## src/design/per_sensor_cascaded_ema_unit_macros.svh

```systemverilog
// Assertion helpers for the cascaded EMA unit.
// All checks are clocked on aclk and muted while aresetn is low.
`ifndef PER_SENSOR_CASCADED_EMA_UNIT_MACROS_SVH
`define PER_SENSOR_CASCADED_EMA_UNIT_MACROS_SVH

// Same-cycle implication.
`define PSCE_ASSERT_NOW(label, ante, cons) \
    label: assert property (@(posedge aclk) disable iff (!aresetn) (ante) |-> (cons)) \
        else $error("psce: same-cycle check failed");

// Next-cycle implication.
`define PSCE_ASSERT_NEXT(label, ante, cons) \
    label: assert property (@(posedge aclk) disable iff (!aresetn) (ante) |=> (cons)) \
        else $error("psce: next-cycle check failed");

`endif

```

## src/design/psce_pkg.sv

```systemverilog
package psce_pkg;

    localparam int NUM_SENSORS = 16;

    localparam int SENSOR_W   = 4;
    localparam int TEMP_IN_W  = 16;
    localparam int HUM_IN_W   = 15;
    localparam int TEMP_OUT_W = 15;
    localparam int HUM_OUT_W  = 10;
    localparam int WEIGHT_W   = 9;
    localparam int CFG_IDX_W  = 2;

    localparam int STAGE_W = 24;            // 1/65536 units
    localparam int DIFF_W  = STAGE_W + 1;   // target - old, or |stage|
    localparam int COEF_W  = 10;            // weight 0..256 or scale 100 / 10, signed
    localparam int PROD_W  = DIFF_W + COEF_W;
    localparam int ACC_W   = PROD_W + 1;
    localparam int QUOT_W  = 16;
    localparam int RES_W   = QUOT_W + 1;

    localparam int S_TDATA_W = 40;
    localparam int M_TDATA_W = 32;

    localparam logic [COEF_W-1:0] SCALE_TEMP = 10'd100;
    localparam logic [COEF_W-1:0] SCALE_HUM  = 10'd10;

    localparam logic signed [RES_W-1:0] TEMP_LO = -17'sd4000;
    localparam logic signed [RES_W-1:0] TEMP_HI = 17'sd12500;
    localparam logic signed [RES_W-1:0] HUM_LO  = 17'sd0;
    localparam logic signed [RES_W-1:0] HUM_HI  = 17'sd1000;

    localparam logic [WEIGHT_W-1:0] RST_TEMP_FAST = 9'd64;
    localparam logic [WEIGHT_W-1:0] RST_TEMP_SLOW = 9'd64;
    localparam logic [WEIGHT_W-1:0] RST_HUM_FAST  = 9'd64;
    localparam logic [WEIGHT_W-1:0] RST_HUM_SLOW  = 9'd192;

    typedef enum logic [CFG_IDX_W-1:0] {
        CFG_TEMP_FAST = 2'd0,
        CFG_TEMP_SLOW = 2'd1,
        CFG_HUM_FAST  = 2'd2,
        CFG_HUM_SLOW  = 2'd3
    } cfg_index_t;

    typedef enum logic [1:0] {
        ST_IDLE,
        ST_LOAD,
        ST_RUN,
        ST_DONE
    } state_t;

    // Sequencer steps: T1 issues a product, H1..SH issue and retire, END retires.
    typedef enum logic [2:0] {
        STEP_T1  = 3'd1,
        STEP_H1  = 3'd2,
        STEP_T2  = 3'd3,
        STEP_H2  = 3'd4,
        STEP_ST  = 3'd5,
        STEP_SH  = 3'd6,
        STEP_END = 3'd7
    } step_t;

    // Weights above 256 act as 256; result is a non-negative signed coefficient.
    function automatic logic signed [COEF_W-1:0] weight_coef(input logic [WEIGHT_W-1:0] w);
        logic [WEIGHT_W-1:0] wc;
        wc = w[WEIGHT_W-1] ? 9'd256 : w;
        return $signed({1'b0, wc});
    endfunction

    // old + floor((w*(target-old) + 128) / 256)
    function automatic logic signed [STAGE_W-1:0] blend_finish(
        input logic signed [STAGE_W-1:0] old,
        input logic signed [PROD_W-1:0]  prod
    );
        logic signed [ACC_W-1:0] acc;
        logic signed [ACC_W-1:0] sum;
        acc = ACC_W'(prod) + 36'sd128;
        acc = acc >>> 8;
        sum = ACC_W'(old) + acc;
        return sum[STAGE_W-1:0];
    endfunction

    // (|v|*scale + 32768) / 65536, sign restored afterwards
    function automatic logic signed [RES_W-1:0] scale_finish(
        input logic signed [PROD_W-1:0] prod,
        input logic                     neg
    );
        logic [ACC_W-1:0]         rounded;
        logic signed [RES_W-1:0]  q;
        rounded = ACC_W'(prod) + 36'd32768;
        q = $signed({1'b0, rounded[QUOT_W+15:16]});
        return neg ? -q : q;
    endfunction

endpackage

```

## src/design/per_sensor_cascaded_ema_unit.sv

```systemverilog
// Channel   | Dir | Handshake                | Payload
// ----------+-----+--------------------------+------------------------------------------
// s_        | in  | s_tvalid / s_tready      | s_tdata: sensor_index, temp_sample, hum_sample
// m_        | out | m_tvalid / m_tready      | m_tdata: sensor_echo, temp_filtered, hum_filtered
// cfg_      | in  | cfg_wr_en (no back-press)| cfg_index, cfg_wdata (9-bit weights)
//
// Per item: accept, stage fetch, seven sequencer steps, result write; the next item waits for idle.
// A single 25x10 signed multiplier serves four blends and two output scalings in turn,
// each product registered before it is used. Reset (aresetn low, synchronous) clears
// control and seen flags and sets weights to defaults; stage store is kept, unseen sensors load.
// s_tready is high only while idle; a result waiting in the m_ register does not block
// the next transfer, only that item's own write-out waits for m_tready.
module per_sensor_cascaded_ema_unit (
    input  logic                                aclk,
    input  logic                                aresetn,

    input  logic                                s_tvalid,
    output logic                                s_tready,
    // [3:0] sensor_index, [19:4] temp_sample, [34:20] hum_sample, [39:35] zero
    input  logic [psce_pkg::S_TDATA_W-1:0]      s_tdata,

    output logic                                m_tvalid,
    input  logic                                m_tready,
    // [3:0] sensor_echo, [18:4] temp_filtered, [28:19] hum_filtered, [31:29] zero
    output logic [psce_pkg::M_TDATA_W-1:0]      m_tdata,

    input  logic                                cfg_wr_en,
    input  logic [psce_pkg::CFG_IDX_W-1:0]      cfg_index,
    input  logic [psce_pkg::WEIGHT_W-1:0]       cfg_wdata
);

    localparam int SW = psce_pkg::STAGE_W;

    // ---------------------------------------------------------------- weights
    logic [psce_pkg::WEIGHT_W-1:0] w_temp_fast_reg, w_temp_slow_reg;
    logic [psce_pkg::WEIGHT_W-1:0] w_hum_fast_reg,  w_hum_slow_reg;

    always_ff @(posedge aclk) begin
        if (!aresetn) begin
            w_temp_fast_reg <= psce_pkg::RST_TEMP_FAST;
            w_temp_slow_reg <= psce_pkg::RST_TEMP_SLOW;
            w_hum_fast_reg  <= psce_pkg::RST_HUM_FAST;
            w_hum_slow_reg  <= psce_pkg::RST_HUM_SLOW;
        end else if (cfg_wr_en) begin
            unique case (psce_pkg::cfg_index_t'(cfg_index))
                psce_pkg::CFG_TEMP_FAST: w_temp_fast_reg <= cfg_wdata;
                psce_pkg::CFG_TEMP_SLOW: w_temp_slow_reg <= cfg_wdata;
                psce_pkg::CFG_HUM_FAST:  w_hum_fast_reg  <= cfg_wdata;
                psce_pkg::CFG_HUM_SLOW:  w_hum_slow_reg  <= cfg_wdata;
                default: ;
            endcase
        end
    end

    // ---------------------------------------------------------------- input fields
    logic [psce_pkg::SENSOR_W-1:0]  s_idx;
    logic [psce_pkg::TEMP_IN_W-1:0] s_temp;
    logic [psce_pkg::HUM_IN_W-1:0]  s_hum;
    logic                           s_xfer;
    logic                           s_in_range;

    assign s_idx      = s_tdata[3:0];
    assign s_temp     = s_tdata[19:4];
    assign s_hum      = s_tdata[34:20];
    assign s_xfer     = s_tvalid && s_tready;
    assign s_in_range = 32'(s_idx) < psce_pkg::NUM_SENSORS;

    // ---------------------------------------------------------------- state
    psce_pkg::state_t state_reg, state_next;
    psce_pkg::step_t  step_reg,  step_next;

    logic [psce_pkg::SENSOR_W-1:0]  idx_reg;
    logic [psce_pkg::TEMP_IN_W-1:0] temp_raw_reg;
    logic [psce_pkg::HUM_IN_W-1:0]  hum_raw_reg;
    logic                           in_range_reg;
    logic                           seen_hit_reg;

    logic signed [SW-1:0] t1_reg, t1_next, t2_reg, t2_next;
    logic signed [SW-1:0] h1_reg, h1_next, h2_reg, h2_next;
    logic signed [psce_pkg::PROD_W-1:0] prod_reg, prod_next;
    logic signed [psce_pkg::TEMP_OUT_W-1:0] tq_reg, tq_next;
    logic [psce_pkg::HUM_OUT_W-1:0]         hq_reg, hq_next;

    logic                           m_tvalid_reg, m_tvalid_next;
    logic [psce_pkg::M_TDATA_W-1:0] m_tdata_reg,  m_tdata_next;

    logic seen_reg [psce_pkg::NUM_SENSORS];
    logic [4*SW-1:0] stage_mem [psce_pkg::NUM_SENSORS];
    logic [4*SW-1:0] rd_reg;
    logic            mem_we;

    // raw samples scaled to stage units
    logic signed [SW-1:0] tx, hx;
    assign tx = $signed({temp_raw_reg, 8'h00});
    assign hx = $signed({1'b0, hum_raw_reg, 8'h00});

    // ---------------------------------------------------------------- stage store
    always_ff @(posedge aclk) begin
        if (s_xfer) begin
            rd_reg <= stage_mem[s_idx];
        end
        if (mem_we) begin
            stage_mem[idx_reg] <= {t1_reg, t2_reg, h1_reg, h2_reg};
        end
    end

    always_ff @(posedge aclk) begin
        if (!aresetn) begin
            for (int i = 0; i < psce_pkg::NUM_SENSORS; i++) begin
                seen_reg[i] <= 1'b0;
            end
        end else if (mem_we) begin
            seen_reg[idx_reg] <= 1'b1;
        end
    end

    // ---------------------------------------------------------------- shared multiplier
    logic signed [psce_pkg::DIFF_W-1:0] mul_a;
    logic signed [psce_pkg::COEF_W-1:0] mul_b;
    logic signed [psce_pkg::RES_W-1:0]  tq_full, hq_full;

    always_comb begin
        mul_a = '0;
        mul_b = '0;
        unique case (step_reg)
            psce_pkg::STEP_T1: begin
                mul_a = psce_pkg::DIFF_W'(tx) - psce_pkg::DIFF_W'(t1_reg);
                mul_b = psce_pkg::weight_coef(w_temp_fast_reg);
            end
            psce_pkg::STEP_H1: begin
                mul_a = psce_pkg::DIFF_W'(hx) - psce_pkg::DIFF_W'(h1_reg);
                mul_b = psce_pkg::weight_coef(w_hum_fast_reg);
            end
            psce_pkg::STEP_T2: begin
                mul_a = psce_pkg::DIFF_W'(t1_reg) - psce_pkg::DIFF_W'(t2_reg);
                mul_b = psce_pkg::weight_coef(w_temp_slow_reg);
            end
            psce_pkg::STEP_H2: begin
                mul_a = psce_pkg::DIFF_W'(h1_reg) - psce_pkg::DIFF_W'(h2_reg);
                mul_b = psce_pkg::weight_coef(w_hum_slow_reg);
            end
            psce_pkg::STEP_ST: begin
                // magnitude; -2^23 still fits in 25 signed bits
                mul_a = t2_reg[SW-1] ? -psce_pkg::DIFF_W'(t2_reg) : psce_pkg::DIFF_W'(t2_reg);
                mul_b = $signed(psce_pkg::SCALE_TEMP);
            end
            psce_pkg::STEP_SH: begin
                mul_a = h2_reg[SW-1] ? -psce_pkg::DIFF_W'(h2_reg) : psce_pkg::DIFF_W'(h2_reg);
                mul_b = $signed(psce_pkg::SCALE_HUM);
            end
            default: ;
        endcase
    end

    assign tq_full = psce_pkg::scale_finish(prod_reg, t2_reg[SW-1]);
    assign hq_full = psce_pkg::scale_finish(prod_reg, h2_reg[SW-1]);

    // ---------------------------------------------------------------- sequencer
    always_comb begin
        state_next    = state_reg;
        step_next     = step_reg;
        t1_next       = t1_reg;
        t2_next       = t2_reg;
        h1_next       = h1_reg;
        h2_next       = h2_reg;
        prod_next     = mul_a * mul_b;
        tq_next       = tq_reg;
        hq_next       = hq_reg;
        m_tvalid_next = m_tvalid_reg && !m_tready;
        m_tdata_next  = m_tdata_reg;
        mem_we        = 1'b0;
        s_tready      = 1'b0;

        unique case (state_reg)
            psce_pkg::ST_IDLE: begin
                s_tready = 1'b1;
                if (s_tvalid) begin
                    state_next = psce_pkg::ST_LOAD;
                end
            end
            psce_pkg::ST_LOAD: begin
                // unseen sensor: stages start at the sample, so the blends are identities
                if (seen_hit_reg) begin
                    t1_next = $signed(rd_reg[4*SW-1:3*SW]);
                    t2_next = $signed(rd_reg[3*SW-1:2*SW]);
                    h1_next = $signed(rd_reg[2*SW-1:SW]);
                    h2_next = $signed(rd_reg[SW-1:0]);
                end else begin
                    t1_next = tx;
                    t2_next = tx;
                    h1_next = hx;
                    h2_next = hx;
                end
                step_next  = psce_pkg::STEP_T1;
                state_next = psce_pkg::ST_RUN;
            end
            psce_pkg::ST_RUN: begin
                unique case (step_reg)
                    psce_pkg::STEP_T1: begin
                        step_next = psce_pkg::STEP_H1;
                    end
                    psce_pkg::STEP_H1: begin
                        t1_next   = psce_pkg::blend_finish(t1_reg, prod_reg);
                        step_next = psce_pkg::STEP_T2;
                    end
                    psce_pkg::STEP_T2: begin
                        h1_next   = psce_pkg::blend_finish(h1_reg, prod_reg);
                        step_next = psce_pkg::STEP_H2;
                    end
                    psce_pkg::STEP_H2: begin
                        t2_next   = psce_pkg::blend_finish(t2_reg, prod_reg);
                        step_next = psce_pkg::STEP_ST;
                    end
                    psce_pkg::STEP_ST: begin
                        h2_next   = psce_pkg::blend_finish(h2_reg, prod_reg);
                        step_next = psce_pkg::STEP_SH;
                    end
                    psce_pkg::STEP_SH: begin
                        priority if (tq_full < psce_pkg::TEMP_LO) begin
                            tq_next = psce_pkg::TEMP_LO[psce_pkg::TEMP_OUT_W-1:0];
                        end else if (tq_full > psce_pkg::TEMP_HI) begin
                            tq_next = psce_pkg::TEMP_HI[psce_pkg::TEMP_OUT_W-1:0];
                        end else begin
                            tq_next = tq_full[psce_pkg::TEMP_OUT_W-1:0];
                        end
                        step_next = psce_pkg::STEP_END;
                    end
                    psce_pkg::STEP_END: begin
                        priority if (hq_full < psce_pkg::HUM_LO) begin
                            hq_next = psce_pkg::HUM_LO[psce_pkg::HUM_OUT_W-1:0];
                        end else if (hq_full > psce_pkg::HUM_HI) begin
                            hq_next = psce_pkg::HUM_HI[psce_pkg::HUM_OUT_W-1:0];
                        end else begin
                            hq_next = hq_full[psce_pkg::HUM_OUT_W-1:0];
                        end
                        state_next = psce_pkg::ST_DONE;
                    end
                    default: begin
                        state_next = psce_pkg::ST_IDLE;
                    end
                endcase
            end
            psce_pkg::ST_DONE: begin
                // output register free or being emptied this cycle
                if (!m_tvalid_reg || m_tready) begin
                    m_tvalid_next = 1'b1;
                    m_tdata_next  = {3'b000, hq_reg, tq_reg, idx_reg};
                    mem_we        = in_range_reg;
                    state_next    = psce_pkg::ST_IDLE;
                end
            end
            default: begin
                state_next = psce_pkg::ST_IDLE;
            end
        endcase
    end

    // ---------------------------------------------------------------- registers
    always_ff @(posedge aclk) begin
        if (!aresetn) begin
            state_reg    <= psce_pkg::ST_IDLE;
            step_reg     <= psce_pkg::STEP_T1;
            m_tvalid_reg <= 1'b0;
        end else begin
            state_reg    <= state_next;
            step_reg     <= step_next;
            m_tvalid_reg <= m_tvalid_next;
        end
    end

    always_ff @(posedge aclk) begin
        if (s_xfer) begin
            idx_reg      <= s_idx;
            temp_raw_reg <= s_temp;
            hum_raw_reg  <= s_hum;
            in_range_reg <= s_in_range;
            seen_hit_reg <= s_in_range && seen_reg[s_idx];
        end
        t1_reg      <= t1_next;
        t2_reg      <= t2_next;
        h1_reg      <= h1_next;
        h2_reg      <= h2_next;
        prod_reg    <= prod_next;
        tq_reg      <= tq_next;
        hq_reg      <= hq_next;
        m_tdata_reg <= m_tdata_next;
    end

    assign m_tvalid = m_tvalid_reg;
    assign m_tdata  = m_tdata_reg;

    // ---------------------------------------------------------------- checks
`include "per_sensor_cascaded_ema_unit_macros.svh"

    // s_tready drops once a transfer is taken
    `PSCE_ASSERT_NEXT(a_busy_after_xfer, s_xfer, !s_tready)
    // a fresh result only comes out of the write-out state
    `PSCE_ASSERT_NOW(a_result_from_done, $rose(m_tvalid), $past(state_reg) == psce_pkg::ST_DONE)
    // write-out with an empty output register never stalls
    `PSCE_ASSERT_NEXT(a_done_empty_slot, state_reg == psce_pkg::ST_DONE && !m_tvalid_reg,
        m_tvalid_reg && state_reg == psce_pkg::ST_IDLE)

endmodule
```

## config.mk

```make
export PLATFORM = sky130hd
export DESIGN_NAME = per_sensor_cascaded_ema_unit
export DESIGN_NICKNAME = d
export VERILOG_FILES = /design/src/design/psce_pkg.sv /design/src/design/per_sensor_cascaded_ema_unit.sv
export VERILOG_INCLUDE_DIRS = /design/src /design/src/design
export SDC_FILE = /design/constraint.sdc
export NUM_CORES = 2
export LEC_CHECK = 0
export BUFFER_PORTS_ARGS = -buffer_cell sky130_fd_sc_hd__buf_2
export CAP_MARGIN = 40
export CORE_MARGIN = 2
export CORE_UTILIZATION = 64
export CTS_CLUSTER_DIAMETER = 80
export DETAILED_ROUTE_END_ITERATION = 8
export PLACE_DENSITY = 0.87
export SETUP_SLACK_MARGIN = 0.05
export SKIP_CTS_REPAIR_TIMING = 1
export SYNTH_ARGS = -nofsm -noshare
export SYNTH_HDL_FRONTEND = slang
export SYNTH_SLANG_ARGS = --single-unit
export TNS_END_PERCENT = 30
```

## constraint.sdc

```tcl
create_clock -name aclk -period 14.6 [get_ports aclk]
set_input_delay 2.92 -clock aclk [delete_from_list [all_inputs] [get_ports aclk]]
set_output_delay 2.92 -clock aclk [all_outputs]
set_load 0.02 [all_outputs]
```

**After elaboration in Yosys (flattened, before gate mapping)**

Memory sizes are Yosys's and may differ from the RTL's. A register that Yosys moved wholly into a read port is not among the register bits.
Cells that the tools add are included.

- RAM bits: 1552
- Memories: 2
- Register bits after elaboration: 259

Memories:

| memory | words | width | rd ports | clocked after memory_dff | write ports | RTL line | RTL |
|---|---|---|---|---|---|---|---|
| stage_mem | 16 | 96 | 1 | 1 | 1 | per_sensor_cascaded_ema_unit.sv:88 | `logic [4*SW-1:0] stage_mem [psce_pkg::NUM_SENSORS];` |
| seen_reg | 16 | 1 | 1 | 1 | 16 | per_sensor_cascaded_ema_unit.sv:87 | `logic seen_reg [psce_pkg::NUM_SENSORS];` |

- Equality and inequality tests: 21
- $add $sub $neg: 13
- Reductions and logical operators: 25
- Multiply operators: 1
- Muxes and demuxes: 43
- Order comparisons: 4

Operator list:

| kind | count |
|---|---|
| $mux 24 | 8 |
| $pmux 24 s2 | 4 |
| $pmux 25 s6 | 1 |
| $sub 24x24->25 | 4 |
| $add 24x24->24 | 4 |
| $pmux 9 s6 | 1 |
| $mux 25 | 2 |
| $neg 24->25 | 2 |
| $mux 9 | 4 |
| $mux 17 | 2 |
| $add 32x17->32 const B | 1 |
| $add 32x9->32 const B | 1 |
| $mul 25x10->32 | 1 |
| $reduce_and 2->1 | 12 |
| $pmux 3 s6 | 1 |
| $gt 17x11->1 const B | 1 |
| $gt 17x15->1 const B | 1 |
| $lt 17x1->1 const B | 1 |
| $lt 17x13->1 const B | 1 |
| $neg 16->17 | 1 |
| $mux 15 | 1 |
| $eq 3x3->1 const B | 4 |
| $mux 1 | 12 |
| $mux 10 | 1 |
| other kinds (21) | 36 |

**Logic depth before layout (Yosys ltp)**

- Depth in word-level cells: 9
- Gate-level depth with buffers: 36
- Depth with buffers taken out: 36

**Worst setup path before layout**

OpenSTA, ideal clock, no wires.

- Path type: input to register
- From: in m_tready
- To: mem stage_mem[3][0] in the netlist's numbering, enable pin
- Data required time: 13.930 ns
- Buffers on the path: 0
- Arrival time: 10.592 ns
- Cell stages on the path: 5
- Path slack: 3.338 ns
- Path through: nor2b_1 > nand2b_1 > inv_1 > nand3_1 > nor3_1

- Cells in the longest elaborated chain, start to end: 5

RTL lines:

| element | RTL line | RTL |
|---|---|---|
| start, declared | per_sensor_cascaded_ema_unit.sv:23 | `input logic m_tready,` |
| $logic_or 1x1->1 | per_sensor_cascaded_ema_unit.sv:245 | `if (!m_tvalid_reg \|\| m_tready) begin` |
| $mux 1 | per_sensor_cascaded_ema_unit.sv:245 |  |
| $mux 1 | per_sensor_cascaded_ema_unit.sv:174 | `unique case (state_reg)` |
| net mem_we | per_sensor_cascaded_ema_unit.sv:90 | `logic mem_we;` |
| $mux 1 | per_sensor_cascaded_ema_unit.sv:102 | `if (mem_we) begin` |
| $mux 1 (implied by the code) | per_sensor_cascaded_ema_unit.sv:103 | `stage_mem[idx_reg] <= {t1_reg, t2_reg, h1_reg, h2_reg};` |
| end, declared | per_sensor_cascaded_ema_unit.sv:88 |  |

The timed path passes the listed nets, and every way through them passes these cells.

**Worst setup path after layout**

- From: reg t1_reg[9]
- To: reg prod_reg[31] in the netlist's numbering

- Cells in the longest elaborated chain, start to end: 3
- Elaborated cells between the ends (all ways): 4
- Those cells by class: add/sub: 2; mul: 1; mux: 1

RTL lines:

| element | RTL line | RTL |
|---|---|---|
| start, declared | per_sensor_cascaded_ema_unit.sv:78 | `logic signed [SW-1:0] t1_reg, t1_next, t2_reg, t2_next;` |
| start signal, assigned | per_sensor_cascaded_ema_unit.sv:279 | `t1_reg <= t1_next;` |
| $sub 24x24->25, on equally long branches | per_sensor_cascaded_ema_unit.sv:135, per_sensor_cascaded_ema_unit.sv:127 |  |
| $pmux 25 s6 (*) | per_sensor_cascaded_ema_unit.sv:125 | `unique case (step_reg)` |
| $mul 25x10->32 (*) | per_sensor_cascaded_ema_unit.sv:166 | `prod_next = mul_a * mul_b;` |
| net prod_next, one bit | per_sensor_cascaded_ema_unit.sv:80 | `logic signed [psce_pkg::PROD_W-1:0] prod_reg, prod_next;` |
| end signal, assigned | per_sensor_cascaded_ema_unit.sv:283 | `prod_reg <= prod_next;` |
| end, declared | per_sensor_cascaded_ema_unit.sv:80 |  |

The timed path passes the listed nets; every way through them passes the cells marked *.
A chain may end at the register's enable or synchronous reset.

==> metrics.md <==
| Metric | Value |
|---|---|
| Status | complete, but fails checks |
| Failing checks | DRC |
| Final max-slew violation count | 0 |
| DRC viols | 117 |
| # IOs | 90 |
| IO Port Bufs | 81 |
| #FFs+latches synth | 1901 |
| Starting Density | 0.647 |
| Leakage Power | 34.6 nW |
| Standard-cell rows | 136 |
| Crit Reg-Reg Startpoint | t1_reg[9] |
| Nets@finish | 6203 |
| Most Frequent Cell on Critical Path | fa_1 |
| Die Y | 377 µm |
| Clock transition at path regs | 0.06 ns |
| RSZ-0062 raised after global routing | false |
| CP Launch Type | flop |
| Via count | 56400 |
| CTS Sinks | 1901 |
| Max_slew headroom | 0.189 |
| Share of layout cells above drive strength 1 | 0.186 |
| Vias/cell | 7.35 |
| Distinct cells, synth | 92 |
| Syn Area/Cell | 16.1 µm² |
| Max reg flops | 1536 |
| Worst slew pin tran | 1.22 ns |
| Clock Latency Late Sink | 0.86 ns |
| Worst Hold Class | reg2reg |
| Max-cap violations | 0 |
| FILL cells | 7966 |
| Commonest non-fill, non-tap cell in the layout | edfxtp_1 |
| Total Wirelength | 274 mm |
| Worst setup path startpoint | t1_reg[9] |
| DRT iter0 DRCs | 9448 |
| Min cycle time layout | 10.28 ns |
| Clock Tree Buf Depth | 3 |
| Main synth FF type | edfxtp_1 |
| Hold Path Origin | hq_reg[0] |
| Highest clock rate | 97.3 MHz |
| Cell Count, Final, Fillers Out | 7672 |
| Sequential cell area fraction in the yosys report | 0.631 |
| GP Congestion | 1.01 |
| Area growth, synth to finish | 10.8% |
| Crit path kind | reg2reg |
| Most frequent cells in the layout | edfxtp_1 (1818), mux4_2 (485), inv_1 (336) |
| Core Region | 138000 µm² |
| H-Tree Depth | 4 |
| Total gr overflow | 0 |
| Slowest cell on the critical path | edfxtp_1 |
| Post-route ant nets | 0 |
| Critical Path RT | 15.31 ns |
| Post-DP HPWL | 161 mm |
| Async S/R FF share, synth | 0 |
| Arrival @ worst endpoint | 10.99 ns |
| Post-Synthesis Cells | 5520 |
| First-pass GRT wire length | 394 mm |
| Mapped Area | 89100 µm² |
| Pre-CTS WS | 4.60 ns |
| Pre-Repair DR Iteration Count | 9 |
| Overall Global Routing Usage | 0.392 |
| Die W | 377 µm |
| Placed insts | 7323 |
| Max stage delay on crit path | 0.85 ns |
| Skew final | 0.0635 ns |
| Initial antenna violation count | 8 |
| CTS Buf Count | 179 |
| Die area | 142000 µm² |
| Wire length per cell | 35.8 µm |
| Final Hold Vio Count | 0 |
| Worst vdd ir | 0.231 mV |
| Fin crit share | 0.704 |
| Post-layout util | 0.716 |
| Post-synth EDFFs | 1818 |
| Largest net degree at the start of global routing | 146 |
| Vias in the first global route | 56700 |
| Final worst setup slack | 4.32 ns |
| # setup viols final | 0 |
| Setup TNS | 0 ns |
| CTS tree | done |
| Crit. End Element | flop |
| Clock root buffer | clkbuf_16 |
| Yosys warning count | 0 |
| PD cells | 219 nW/µm² |
| Crit Path Max Fanout | 19 |
-- kinds of logic after synthesis --
logic type               after synthesis  share of synthesized area
flip-flops                          1901                      0.631
XOR/XNOR                             285                     0.0280
multiplexers                         526                      0.127
AO/OA/AOI/OAI                        795                     0.0586
other                                  1                  0.0000421
buffers and inverters                561                     0.0240
adder cells (fa/ha/maj)              426                     0.0748
AND/OR/NAND/NOR                     1025                     0.0562
-- per-stage QoR --
step | hold slack [ns] | instance area (µm²) | power (mW)
final | 0.402 | 98700 | 21.6
after global routing | 0.413 | 98700 | 22.3
after CTS | 0.415 | 98600 | 21.1
after detailed placement | 0.406 | 92700 | 16.2
after global placement | 0.403 | 92000 | 15.7
after floorplan | 0.400 | 89100 | 13.3
-- report_power, final --
group | leakage [nW] | total [mW] | internal (mW) | switching, mW
Sequential | 17.1 | 8.13 | 7.06 | 1.08
Combinational | 14.6 | 8.72 | 3.20 | 5.51
Clock | 2.85 | 4.75 | 2.59 | 2.15
-- critical path: cells and delay by family (launching register included) --
| family | cells | cell delay [ns] |
|---|---|---|
| compound gates | 17 | 4.95 |
| xor+xnor | 3 | 0.45 |
| fa+ha+maj | 7 | 2.88 |
| buf+inv | 5 | 0.52 |
| flops | 1 | 0.85 |
| simple gates | 3 | 0.49 |
-- worst paths after layout --
| path | cells after the start | slack [ns] | to |
|---|---|---|---|
| max | 35 | 4.32 | prod_reg[31] |
| max reg2reg | 35 | 4.32 | prod_reg[31] |
| min reg2reg | 0 | 0.40 | m_tdata[19] |
| min | 0 | 0.40 | m_tdata[19] |
-- area by class of cell --
class	count	area [µm²]	area share
clock buffers	215	4670	0.0473
clock inverters	115	1210	0.0123
repair buffers	241	2120	0.0215
well taps	1794	2240	0.0227
inverters	338	1270	0.0128
diodes	8	20.0	0.000203
multi-input cells	3060	30900	0.313
flip-flops and latches	1901	56300	0.570
-- per-layer routing --
layer,GRT usage,share of wire
met4,0.241,0.080
met1,0.491,0.32
met3,0.111,0.14
met5,0.0103,0.00099
met2,0.609,0.46
-- Yosys cell counts (11+ instances only) --
master / count / area share
a31oi_1: 25 / 0.0018
o21bai_1: 24 / 0.0020
nor2_1: 267 / 0.011
a21o_1: 75 / 0.0063
fa_1: 178 / 0.040
mux4_2: 485 / 0.12
and2_1: 36 / 0.0025
xnor2_1: 185 / 0.018
nor4_1: 16 / 0.0011
or3_1: 25 / 0.0018
o21ai_0: 122 / 0.0069
nor3_1: 49 / 0.0028
a211o_1: 11 / 0.0011
a211oi_1: 74 / 0.0062
a21boi_0: 19 / 0.0016
inv_1: 336 / 0.014
or4_1: 11 / 0.00093
and3_1: 26 / 0.0018
o22ai_1: 34 / 0.0024
o31ai_1: 26 / 0.0022
mux2i_1: 35 / 0.0039
buf_1: 38 / 0.0016
clkbuf_1: 173 / 0.0073
edfxtp_1: 1818 / 0.61
dfxtp_1: 83 / 0.019
o21a_1: 44 / 0.0037
a21oi_1: 215 / 0.012
or2_2: 38 / 0.0027
nand2_1: 299 / 0.013
a22o_1: 15 / 0.0015
nand2b_1: 31 / 0.0022
xor2_1: 100 / 0.0098
nand3_1: 74 / 0.0042
nand4_1: 27 / 0.0019
nor2b_1: 77 / 0.0054
ha_1: 248 / 0.035
o211ai_1: 12 / 0.0010
Power figures use the tool's default switching activity.
